==> src/design/tsni_pkg.sv <==
`timescale 1ns / 1ps

package tsni_pkg;

    localparam int MAX_PACKET  = 16384;
    localparam int SESSION_POS = 43;
    localparam int N_METHODS   = 5;

    localparam logic [7:0] REC_HANDSHAKE = 8'h16;
    localparam logic [7:0] REC_MAJOR     = 8'h03;
    localparam logic [7:0] REC_MINOR_MAX = 8'h04;
    localparam logic [7:0] HS_CLIENT_HELLO = 8'h01;

    localparam logic [7:0] METHOD_TEXT [N_METHODS][8] = '{
        '{8'h47, 8'h45, 8'h54, 8'h20, 8'h00, 8'h00, 8'h00, 8'h00},
        '{8'h50, 8'h4F, 8'h53, 8'h54, 8'h20, 8'h00, 8'h00, 8'h00},
        '{8'h48, 8'h45, 8'h41, 8'h44, 8'h20, 8'h00, 8'h00, 8'h00},
        '{8'h50, 8'h55, 8'h54, 8'h20, 8'h00, 8'h00, 8'h00, 8'h00},
        '{8'h43, 8'h4F, 8'h4E, 8'h4E, 8'h45, 8'h43, 8'h54, 8'h20}
    };
    localparam logic [3:0] METHOD_LEN [N_METHODS] = '{4'd4, 4'd5, 4'd5, 4'd4, 4'd8};

    typedef enum logic [4:0] {
        PH_SESSION,
        PH_CIPH_HI,
        PH_CIPH_LO,
        PH_COMP,
        PH_EXTLEN_HI,
        PH_EXTLEN_LO,
        PH_EXT_T0,
        PH_EXT_T1_Z,
        PH_EXT_T1_N,
        PH_EXT_L0_S,
        PH_EXT_L1_S,
        PH_EXT_L0_O,
        PH_EXT_L1_O,
        PH_SNI_TYPE,
        PH_SNI_N0,
        PH_SNI_N1,
        PH_DONE
    } t_phase;

    typedef struct packed {
        logic [7:0] payload_byte;
        logic       last_byte;
    } t_in_item;

    typedef struct packed {
        logic        tls_hello_seen;
        logic        http_request_seen;
        logic        sni_found;
        logic [14:0] name_offset;
        logic [15:0] sni_length;
        logic [13:0] split_position;
        logic [14:0] packet_length;
        logic        overlong;
    } t_out_item;

endpackage

==> src/design/tsni_parser.sv <==
`timescale 1ns / 1ps

module tsni_parser (
    input  logic               i_clk,
    input  logic               i_rst_n,
    input  logic               i_step,
    input  tsni_pkg::t_in_item i_item,
    input  logic [13:0]        i_split_cfg,
    output tsni_pkg::t_out_item o_result
);
    import tsni_pkg::*;

    logic [14:0] r_pos,       n_pos;
    t_phase      r_phase,     n_phase;
    logic [14:0] r_next_pos,  n_next_pos;
    logic [16:0] r_ext_end,   n_ext_end;
    logic [15:0] r_acc,       n_acc;
    logic [3:0]  r_hdr_ok,    n_hdr_ok;
    logic [4:0]  r_meth,      n_meth;
    logic        r_found,     n_found;
    logic [14:0] r_found_off, n_found_off;
    logic [15:0] r_found_len, n_found_len;
    logic        r_over,      n_over;

    logic [13:0] pos;
    logic [7:0]  b;
    logic [15:0] v;
    logic [17:0] tgt;
    t_phase      tgt_ph;
    logic        go;
    logic        ext_chk;

    assign pos = r_pos[13:0];
    assign b   = i_item.payload_byte;
    assign v   = {r_acc[7:0], b};

    // per-byte field walk
    always_comb begin
        n_pos       = r_pos;
        n_phase     = r_phase;
        n_next_pos  = r_next_pos;
        n_ext_end   = r_ext_end;
        n_acc       = r_acc;
        n_hdr_ok    = r_hdr_ok;
        n_meth      = r_meth;
        n_found     = r_found;
        n_found_off = r_found_off;
        n_found_len = r_found_len;
        n_over      = r_over;
        tgt         = '0;
        tgt_ph      = r_phase;
        go          = 1'b0;
        ext_chk     = 1'b0;
        if (r_pos == 15'(MAX_PACKET)) begin
            n_over = 1'b1;
        end else begin
            n_pos = r_pos + 15'd1;
            if (pos == 14'd0 && b != REC_HANDSHAKE)  n_hdr_ok[0] = 1'b0;
            if (pos == 14'd1 && b != REC_MAJOR)      n_hdr_ok[1] = 1'b0;
            if (pos == 14'd2 && b > REC_MINOR_MAX)   n_hdr_ok[2] = 1'b0;
            if (pos == 14'd5 && b != HS_CLIENT_HELLO) n_hdr_ok[3] = 1'b0;
            for (int m = 0; m < N_METHODS; m++) begin
                if (r_pos < 15'(METHOD_LEN[m]) && b != METHOD_TEXT[m][r_pos[2:0]])
                    n_meth[m] = 1'b0;
            end
            if (r_phase == PH_SNI_N1) begin
                if ({1'b0, pos} == r_next_pos) begin
                    n_found_len = v;
                    n_found     = 1'b1;
                    n_phase     = PH_DONE;
                end
            end else if (r_phase == PH_SESSION) begin
                if (pos == 14'(SESSION_POS)) begin
                    go     = 1'b1;
                    tgt    = 18'(pos) + 18'd1 + 18'(b);
                    tgt_ph = PH_CIPH_HI;
                end
            end else if (r_phase != PH_DONE && {1'b0, pos} == r_next_pos) begin
                case (r_phase)
                    PH_CIPH_HI: begin
                        n_acc = {8'd0, b};
                        go = 1'b1; tgt = 18'(pos) + 18'd1; tgt_ph = PH_CIPH_LO;
                    end
                    PH_CIPH_LO: begin
                        go = 1'b1; tgt = 18'(pos) + 18'd1 + 18'(v); tgt_ph = PH_COMP;
                    end
                    PH_COMP: begin
                        go = 1'b1; tgt = 18'(pos) + 18'd1 + 18'(b); tgt_ph = PH_EXTLEN_HI;
                    end
                    PH_EXTLEN_HI: begin
                        n_acc = {8'd0, b};
                        go = 1'b1; tgt = 18'(pos) + 18'd1; tgt_ph = PH_EXTLEN_LO;
                    end
                    PH_EXTLEN_LO: begin
                        n_ext_end = 17'(17'(pos) + 17'd1 + 17'(v));
                        go = 1'b1; ext_chk = 1'b1;
                        tgt = 18'(pos) + 18'd1; tgt_ph = PH_EXT_T0;
                    end
                    PH_EXT_T0: begin
                        go = 1'b1; tgt = 18'(pos) + 18'd1;
                        tgt_ph = (b == 8'd0) ? PH_EXT_T1_Z : PH_EXT_T1_N;
                    end
                    PH_EXT_T1_Z: begin
                        go = 1'b1; tgt = 18'(pos) + 18'd1;
                        tgt_ph = (b == 8'd0) ? PH_EXT_L0_S : PH_EXT_L0_O;
                    end
                    PH_EXT_T1_N: begin
                        go = 1'b1; tgt = 18'(pos) + 18'd1; tgt_ph = PH_EXT_L0_O;
                    end
                    PH_EXT_L0_S: begin
                        n_acc = {8'd0, b};
                        go = 1'b1; tgt = 18'(pos) + 18'd1; tgt_ph = PH_EXT_L1_S;
                    end
                    PH_EXT_L0_O: begin
                        n_acc = {8'd0, b};
                        go = 1'b1; tgt = 18'(pos) + 18'd1; tgt_ph = PH_EXT_L1_O;
                    end
                    PH_EXT_L1_O: begin
                        go = 1'b1; ext_chk = 1'b1;
                        tgt = 18'(pos) + 18'd1 + 18'(v); tgt_ph = PH_EXT_T0;
                    end
                    PH_EXT_L1_S: begin
                        n_acc = v;
                        go = 1'b1;
                        if (v >= 16'd5 && 18'(pos) + 18'd6 <= 18'(r_ext_end)) begin
                            tgt = 18'(pos) + 18'd3; tgt_ph = PH_SNI_TYPE;
                        end else begin
                            ext_chk = 1'b1;
                            tgt = 18'(pos) + 18'd1 + 18'(v); tgt_ph = PH_EXT_T0;
                        end
                    end
                    PH_SNI_TYPE: begin
                        go = 1'b1;
                        if (b == 8'd0) begin
                            n_found_off = 15'(pos) + 15'd3;
                            tgt = 18'(pos) + 18'd1; tgt_ph = PH_SNI_N0;
                        end else begin
                            ext_chk = 1'b1;
                            tgt = 18'(pos) + 18'(r_acc) - 18'd2; tgt_ph = PH_EXT_T0;
                        end
                    end
                    PH_SNI_N0: begin
                        n_acc      = {8'd0, b};
                        n_next_pos = 15'(pos) + 15'd1;
                        n_phase    = PH_SNI_N1;
                    end
                    default: begin
                    end
                endcase
            end
            if (go) begin
                if (ext_chk && tgt + 18'd4 > 18'(n_ext_end)) begin
                    n_phase = PH_DONE;
                end else if (tgt >= 18'(MAX_PACKET)) begin
                    n_phase = PH_DONE;
                end else begin
                    n_next_pos = tgt[14:0];
                    n_phase    = tgt_ph;
                end
            end
        end
    end

    logic        res_tls;
    logic        res_sni;
    logic [15:0] off_plus;
    logic [15:0] split_pick;

    // result for the packet ending with this byte
    always_comb begin
        res_tls  = (n_pos >= 15'd9) && (n_hdr_ok == 4'hF);
        res_sni  = res_tls && n_found;
        off_plus = 16'(n_found_off) + 16'd1;
        if (i_split_cfg != 14'd0 && 15'(i_split_cfg) < n_pos)
            split_pick = 16'(i_split_cfg);
        else if (res_sni && off_plus < 16'(n_pos))
            split_pick = off_plus;
        else
            split_pick = 16'd2;
        if (split_pick >= 16'(n_pos))
            split_pick = 16'd1;
        o_result.tls_hello_seen    = res_tls;
        o_result.http_request_seen = (n_pos >= 15'd10) && (n_meth != 5'd0);
        o_result.sni_found         = res_sni;
        o_result.name_offset       = res_sni ? n_found_off : 15'd0;
        o_result.sni_length        = res_sni ? n_found_len : 16'd0;
        o_result.split_position    = split_pick[13:0];
        o_result.packet_length     = n_pos;
        o_result.overlong          = n_over;
    end

    always_ff @(posedge i_clk) begin
        if (!i_rst_n || (i_step && i_item.last_byte)) begin
            r_pos       <= '0;
            r_phase     <= PH_SESSION;
            r_next_pos  <= '0;
            r_ext_end   <= '0;
            r_acc       <= '0;
            r_hdr_ok    <= 4'hF;
            r_meth      <= 5'h1F;
            r_found     <= 1'b0;
            r_found_off <= '0;
            r_found_len <= '0;
            r_over      <= 1'b0;
        end else if (i_step) begin
            r_pos       <= n_pos;
            r_phase     <= n_phase;
            r_next_pos  <= n_next_pos;
            r_ext_end   <= n_ext_end;
            r_acc       <= n_acc;
            r_hdr_ok    <= n_hdr_ok;
            r_meth      <= n_meth;
            r_found     <= n_found;
            r_found_off <= n_found_off;
            r_found_len <= n_found_len;
            r_over      <= n_over;
        end
    end

endmodule

==> src/design/tls_sni_locator_and_split_point_core.sv <==
`timescale 1ns / 1ps

// ClientHello / HTTP classifier with SNI locator and first-segment split point.
// Input channel: one payload byte per transaction (i_in_valid / o_in_stall),
// last_byte marks the end of the packet. Output channel (o_out_valid /
// i_out_stall): one result transaction per packet, issued for its last byte.
// Config channel (i_cfg_valid / o_cfg_ready): forced split offset, always
// ready; write it only while no packet is in flight.
// Throughput: one byte per cycle, set by the single-pass byte parser between
// the input register and the result register, except that a last byte waits
// while the previous result is still held by a stall. A result is written
// to the result register as its last byte leaves the input register.
// Stall: a held result does not block bytes in the middle of a packet; only a
// second last byte waits in the input register, which then raises o_in_stall.
// Reset (synchronous, active low) clears the parser, the valid flags of both
// pipeline registers and the split offset. Bytes past 16384 per packet are
// dropped and reported through the overlong flag.
module tls_sni_locator_and_split_point_core (
    input  logic                i_clk,
    input  logic                i_rst_n,
    input  logic                i_in_valid,
    output logic                o_in_stall,
    input  tsni_pkg::t_in_item  i_in_data,
    output logic                o_out_valid,
    input  logic                i_out_stall,
    output tsni_pkg::t_out_item o_out_data,
    input  logic                i_cfg_valid,
    output logic                o_cfg_ready,
    input  logic [13:0]         i_cfg_data
);
    import tsni_pkg::*;

    logic      r_in_valid;
    t_in_item  r_in_item;
    logic      r_out_valid;
    t_out_item r_out_data;
    logic [13:0] r_split_cfg;

    logic      out_free;
    logic      adv;
    logic      accept;
    t_out_item result;

    assign out_free    = !r_out_valid || !i_out_stall;
    assign adv         = r_in_valid && (!r_in_item.last_byte || out_free);
    assign o_in_stall  = r_in_valid && !adv;
    assign accept      = i_in_valid && !o_in_stall;
    assign o_cfg_ready = 1'b1;
    assign o_out_valid = r_out_valid;
    assign o_out_data  = r_out_data;

    tsni_parser u_parser (
        .i_clk       (i_clk),
        .i_rst_n     (i_rst_n),
        .i_step      (adv),
        .i_item      (r_in_item),
        .i_split_cfg (r_split_cfg),
        .o_result    (result)
    );

    always_ff @(posedge i_clk) begin
        if (!i_rst_n) begin
            r_in_valid  <= 1'b0;
            r_out_valid <= 1'b0;
            r_split_cfg <= '0;
        end else begin
            if (accept)
                r_in_valid <= 1'b1;
            else if (adv)
                r_in_valid <= 1'b0;
            if (adv && r_in_item.last_byte)
                r_out_valid <= 1'b1;
            else if (!i_out_stall)
                r_out_valid <= 1'b0;
            if (i_cfg_valid && o_cfg_ready)
                r_split_cfg <= i_cfg_data;
        end
    end

    always_ff @(posedge i_clk) begin
        if (accept)
            r_in_item <= i_in_data;
        if (adv && r_in_item.last_byte)
            r_out_data <= result;
    end

endmodule

==> config.mk <==
export PLATFORM = sky130hd
export DESIGN_NAME = tls_sni_locator_and_split_point_core
export DESIGN_NICKNAME = d
export VERILOG_FILES = /design/src/design/tsni_pkg.sv /design/src/design/tsni_parser.sv /design/src/design/tls_sni_locator_and_split_point_core.sv
export SDC_FILE = /design/constraint.sdc
export NUM_CORES = 1
export LEC_CHECK = 0
export BUFFER_PORTS_ARGS = -buffer_cell sky130_fd_sc_hd__buf_2
export CAP_MARGIN = 30
export CELL_PAD_IN_SITES_DETAIL_PLACEMENT = 1
export CELL_PAD_IN_SITES_GLOBAL_PLACEMENT = 1
export CORE_AREA = 3 3 211 192
export CTS_BUF_LIST = sky130_fd_sc_hd__clkbuf_4 sky130_fd_sc_hd__clkbuf_8 sky130_fd_sc_hd__clkbuf_16
export CTS_CLUSTER_SIZE = 25
export DETAILED_ROUTE_END_ITERATION = 10
export DIE_AREA = 0 0 214 195
export PLACE_DENSITY_LB_ADDON = 0.1
export SYNTH_ARGS = -nofsm -noshare
export SYNTH_HDL_FRONTEND = slang
export SYNTH_HIERARCHICAL = 1
export SYNTH_SLANG_ARGS = --single-unit
==> constraint.sdc <==
create_clock -name i_clk -period 6.8 [get_ports i_clk]
set_input_delay 0.68 -clock i_clk [delete_from_list [all_inputs] [get_ports i_clk]]
set_output_delay 0.68 -clock i_clk [all_outputs]
set_load 0.05 [all_outputs]
==> out/metrics.csv <==
stage;metric;value;unit
place;Port Buf Inserts;93;
logic_synthesis;EDFF count, synth;73;
timing;setup TNS;0;ns
clock_network;maximum root-to-sink buffer count;2;
detailed_routing;via count of the routed design;15700;
hold_path;worst hold-check path type;input pin to flip-flop;
logic_synthesis;part of the Yosys area used for sequential elements;30.8;%
power_and_ir_drop;internal cell power;1.93;mW
logic_synthesis;Synth Area in XOR/XNOR;8.19;%
place;pre-CTS setup slack;-1.02;ns
logic_synthesis;Synth Area in Compound Gates;19.3;%
global_route;total track usage;31.2;%
global_route;largest net degree at the start of global routing;65;
timing;Final period util;99.4;%
final_layout;final instance area;0.0197;sq mm
worst_setup_path;Worst path max stage delay;0.40;ns
final_layout;area delta synth->final;29.0;%
logic_synthesis;Post-Syn Nets;2034;
place;GPL Wtd Cong;0.978;
logic_synthesis;post-synth top area share;16.5;%
final_layout;storage element area;0.00474;sq mm
die;core box area;0.0384;sq mm
timing;Slew headroom;27.5;%
global_route;first-pass GRT wire length;99200;um
clock_network;TritonCTS clock tree;done;
die;die area;0.0417;sq mm
timing;RSZ-0062 raised after global routing;yes;
worst_setup_path;Worst Setup End Kind;flip-flop;
clock_network;Clock Pin Slew Worst Setup and Hold Paths;0.08;ns
power_and_ir_drop;Pwr per Cell Area;141;mW/mm^2
worst_setup_path;CP Max Fanout;6;
logic_synthesis;adder-cell area share of the yosys netlist;12.4;%
logic_synthesis;Post-synth ARST share;0;%
power_and_ir_drop;Pwr Total;2.78;mW
logic_synthesis;mux share of post-synthesis cell area;3.74;%
global_route;gr ovfl total;0;
clock_network;Num CTS Buffers;17;
final_layout;share of cells above drive strength 1;26.3;%
power_and_ir_drop;switching part of the total;30.5;%
power_and_ir_drop;switching pwr;0.849;mW
worst_setup_path;Req. time, crit path;7.18;ns
job;max_cap viols;0;
worst_setup_path;Crit path top cell by count;buf_4;
worst_setup_path;R2R depth;34;
timing;Setup-failing EPs final;0;
final_layout;Multi-input gate area;0.0103;sq mm
place;DP Wirelength;52200;um
worst_setup_path;WP data arrival;7.14;ns
final_layout;final core occ;51.4;%
logic_synthesis;Yosys reg bits;199;
status;status;finished clean;
logic_synthesis;Post-Syn Area;0.0153;sq mm
detailed_routing;DRT iter0 DRCs;1151;
hold_path;hold-critical path depth;1;
clock_network;clock tree sinks;199;
detailed_routing;drt first pass iters;5;
logic_synthesis;largest cells by area after synthesis;dfxtp_1 16%, edfxtp_1 14%, ha_1 12%;
logic_synthesis;Syn. warnings;6;
worst_setup_path;Worst path slowest cell;or3_4;
worst_setup_path;CP startpoint kind;flip-flop;
detailed_routing;Routed Antenna Nets;0;
timing;clk_skew;0.0119;ns
die;Die Ht;195;um
worst_setup_path;CP Class;flip-flop to flip-flop;
timing;Max Fclk;148;MHz
logic_synthesis;Synth Area in Simple Gates;19.7;%
logic_synthesis;top_reg_cell synth;dfxtp_1;
global_route;initial antenna violation count;1;
power_and_ir_drop;Leak;8.28;nW
logic_synthesis;main combinational cell family by area after synthesis;simple AND/OR/NAND/NOR gates;
detailed_routing;DR WL/cell;24.7;um
final_layout;final net count;2370;
die;Die W;214;um
final_layout;Layout Cells excl Fill;2731;
clock_network;H-Tree Depth;4;
power_and_ir_drop;Clock power frac;36.8;%
timing;Final min period;6.76;ns
timing;hold slack;0.371;ns
place;Post-DP Area;0.0181;sq mm
power_and_ir_drop;Reg power frac;45.8;%
detailed_routing;final WL;67500;um
detailed_routing;Avg Vias per Cell;5.74;
global_route;vias in the first global route;15800;
place;total placed cells including tap cells;2655;
logic_synthesis;largest area contributor in the netlist;dfxtp_1;
timing;Least-Margin Pin Slew;1.09;ns
detailed_routing;drt drc;0;
timing;setup slack after layout;0.0407;ns
logic_synthesis;Synth cell types;88;
power_and_ir_drop;Comb power frac;17.4;%
timing;Slew Limit Fails;0;
die;Std-Cell Rows;68;
clock_network;worst skew pair latency;0.48;ns
final_layout;number of fill cells in the layout;4555;
die;Initial Util;39.8;%
die;I/O pin count;95;
clock_network;CTS root buffer;clkbuf_16;
logic_synthesis;Cells after Synth;1856;
timing;final hold violations;0;
power_and_ir_drop;VDD IR max;0.147;mV
logic_synthesis;Avg Synthesized Cell Area;8.24;sq um
==> Yosys cell counts (10+ instances only) <==
| cell | count |
|---|---|
| nor2_1 | 196 |
| clkbuf_1 | 68 |
| nor4_1 | 18 |
| or3_1 | 12 |
| nor3_1 | 41 |
| nand3_1 | 35 |
| and3_1 | 10 |
| or2_2 | 11 |
| a21o_1 | 26 |
| nand2_1 | 183 |
| nand4_1 | 27 |
| mux2i_1 | 56 |
| a22o_1 | 25 |
| o21ai_0 | 97 |
| nand2b_1 | 12 |
| inv_1 | 123 |
| xor2_1 | 37 |
| dfxtp_1 | 126 |
| a31oi_1 | 16 |
| a211oi_1 | 29 |
| o21a_1 | 19 |
| edfxtp_1 | 73 |
| xnor2_1 | 106 |
| a21oi_1 | 158 |
| and2_1 | 14 |
| ha_1 | 147 |
| nor2b_1 | 28 |
==> critical path, delay by kind of cell, from the launching register on <==
family,cells,cell delay [ns]
flops,1,0.37
xor+xnor,2,0.24
simple gates,10,2.09
compound gates,11,1.98
mux,1,0.11
fa+ha+maj,3,0.84
buf+inv,7,0.98
==> per-layer routing <==
metal	wire (um)	track usage (%)
met5	0	0
met4	1880	9.00
met3	3620	5.57
met2	30100	49.2
met1	31900	43.7
==> sequential cells by signal, indices dropped and copies added (netlist names), 4 cells and up <==
name / flops
u_parser/r_phase: 5
u_parser/r_found_len: 16
u_parser/r_next_pos: 15
u_parser/r_acc: 16
u_parser/r_meth: 5
u_parser/r_found_off: 15
o_out_data: 64
u_parser/r_pos: 15
u_parser/r_ext_end: 17
r_split_cfg: 14
u_parser/r_hdr_ok: 4
r_in_item: 9
==> power by group through the flow <==
stage                     registers [mW]  logic, mW  clock network [mW]
after detailed placement            1.30      0.428                   0
final                               1.28      0.484                1.02
after CTS                           1.28      0.450                1.05
after floorplan                     1.32      0.227                   0
after global routing                1.28      0.519                1.09
after global placement              1.30      0.416                   0
==> path summary, 6_finish.rpt <==
kind                            slack (ns)          startpoint                     end
worst max register to register        0.04   u_parser/r_pos[2]  u_parser/r_next_pos[0]
worst min-delay path                  0.37        i_in_data[7]            r_in_item[7]
worst max-delay path                  0.04   u_parser/r_pos[2]  u_parser/r_next_pos[0]
worst min register to register        0.45  u_parser/r_meth[3]      u_parser/r_meth[3]
==> layout by cell type (no fill, tap or decap), drive strengths merged, types with 18 or more instances in the layout <==
master	n
xnor2	106
a22o	25
mux2i	56
ha	147
clkbuf	18
o21ai	99
nand2	183
nor4	22
a21o	26
dfxtp	126
nor2	196
buf	406
a21oi	158
o21a	19
xor2	37
nor2b	28
edfxtp	73
nand3	35
nor3	42
a211oi	29
nand4	27
inv	132
==> what timing repair did <==
| item | 4_1_cts | 5_1_grt |
|---|---|---|
| buffers inserted | 15 | 27 |
| resized for setup | 44 | 139 |
| hold buffers | 0 | 0 |
| pin swaps | 11 | 62 |
| cloned | 1 | 2 |
| endpoints found under the setup margin | 32 | 34 |
==> logic make-up (layout without fill, tap and decap cells) <==
logic type | count (synthesis) | after routing
multiplexers | 57 | 57
adder cells (fa/ha/maj) | 150 | 150
other | 1 | 2
flip-flops | 199 | 199
AND/OR/NAND/NOR | 626 | 626
XOR/XNOR | 143 | 143
AO/OA/AOI/OAI | 464 | 464
buffers and inverters | 216 | 565
==> layout make-up <==
cell class	instances	share of cell area, %
repair buffers	407	15.0
well taps	525	3.33
diodes	1	0.0127
flip-flops and latches	199	24.0
multi-input cells	1441	52.4
clock buffers	17	2.16
inverters	126	2.40
clock inverters	15	0.673
Note: power is estimated with default switching activity, not from simulation.
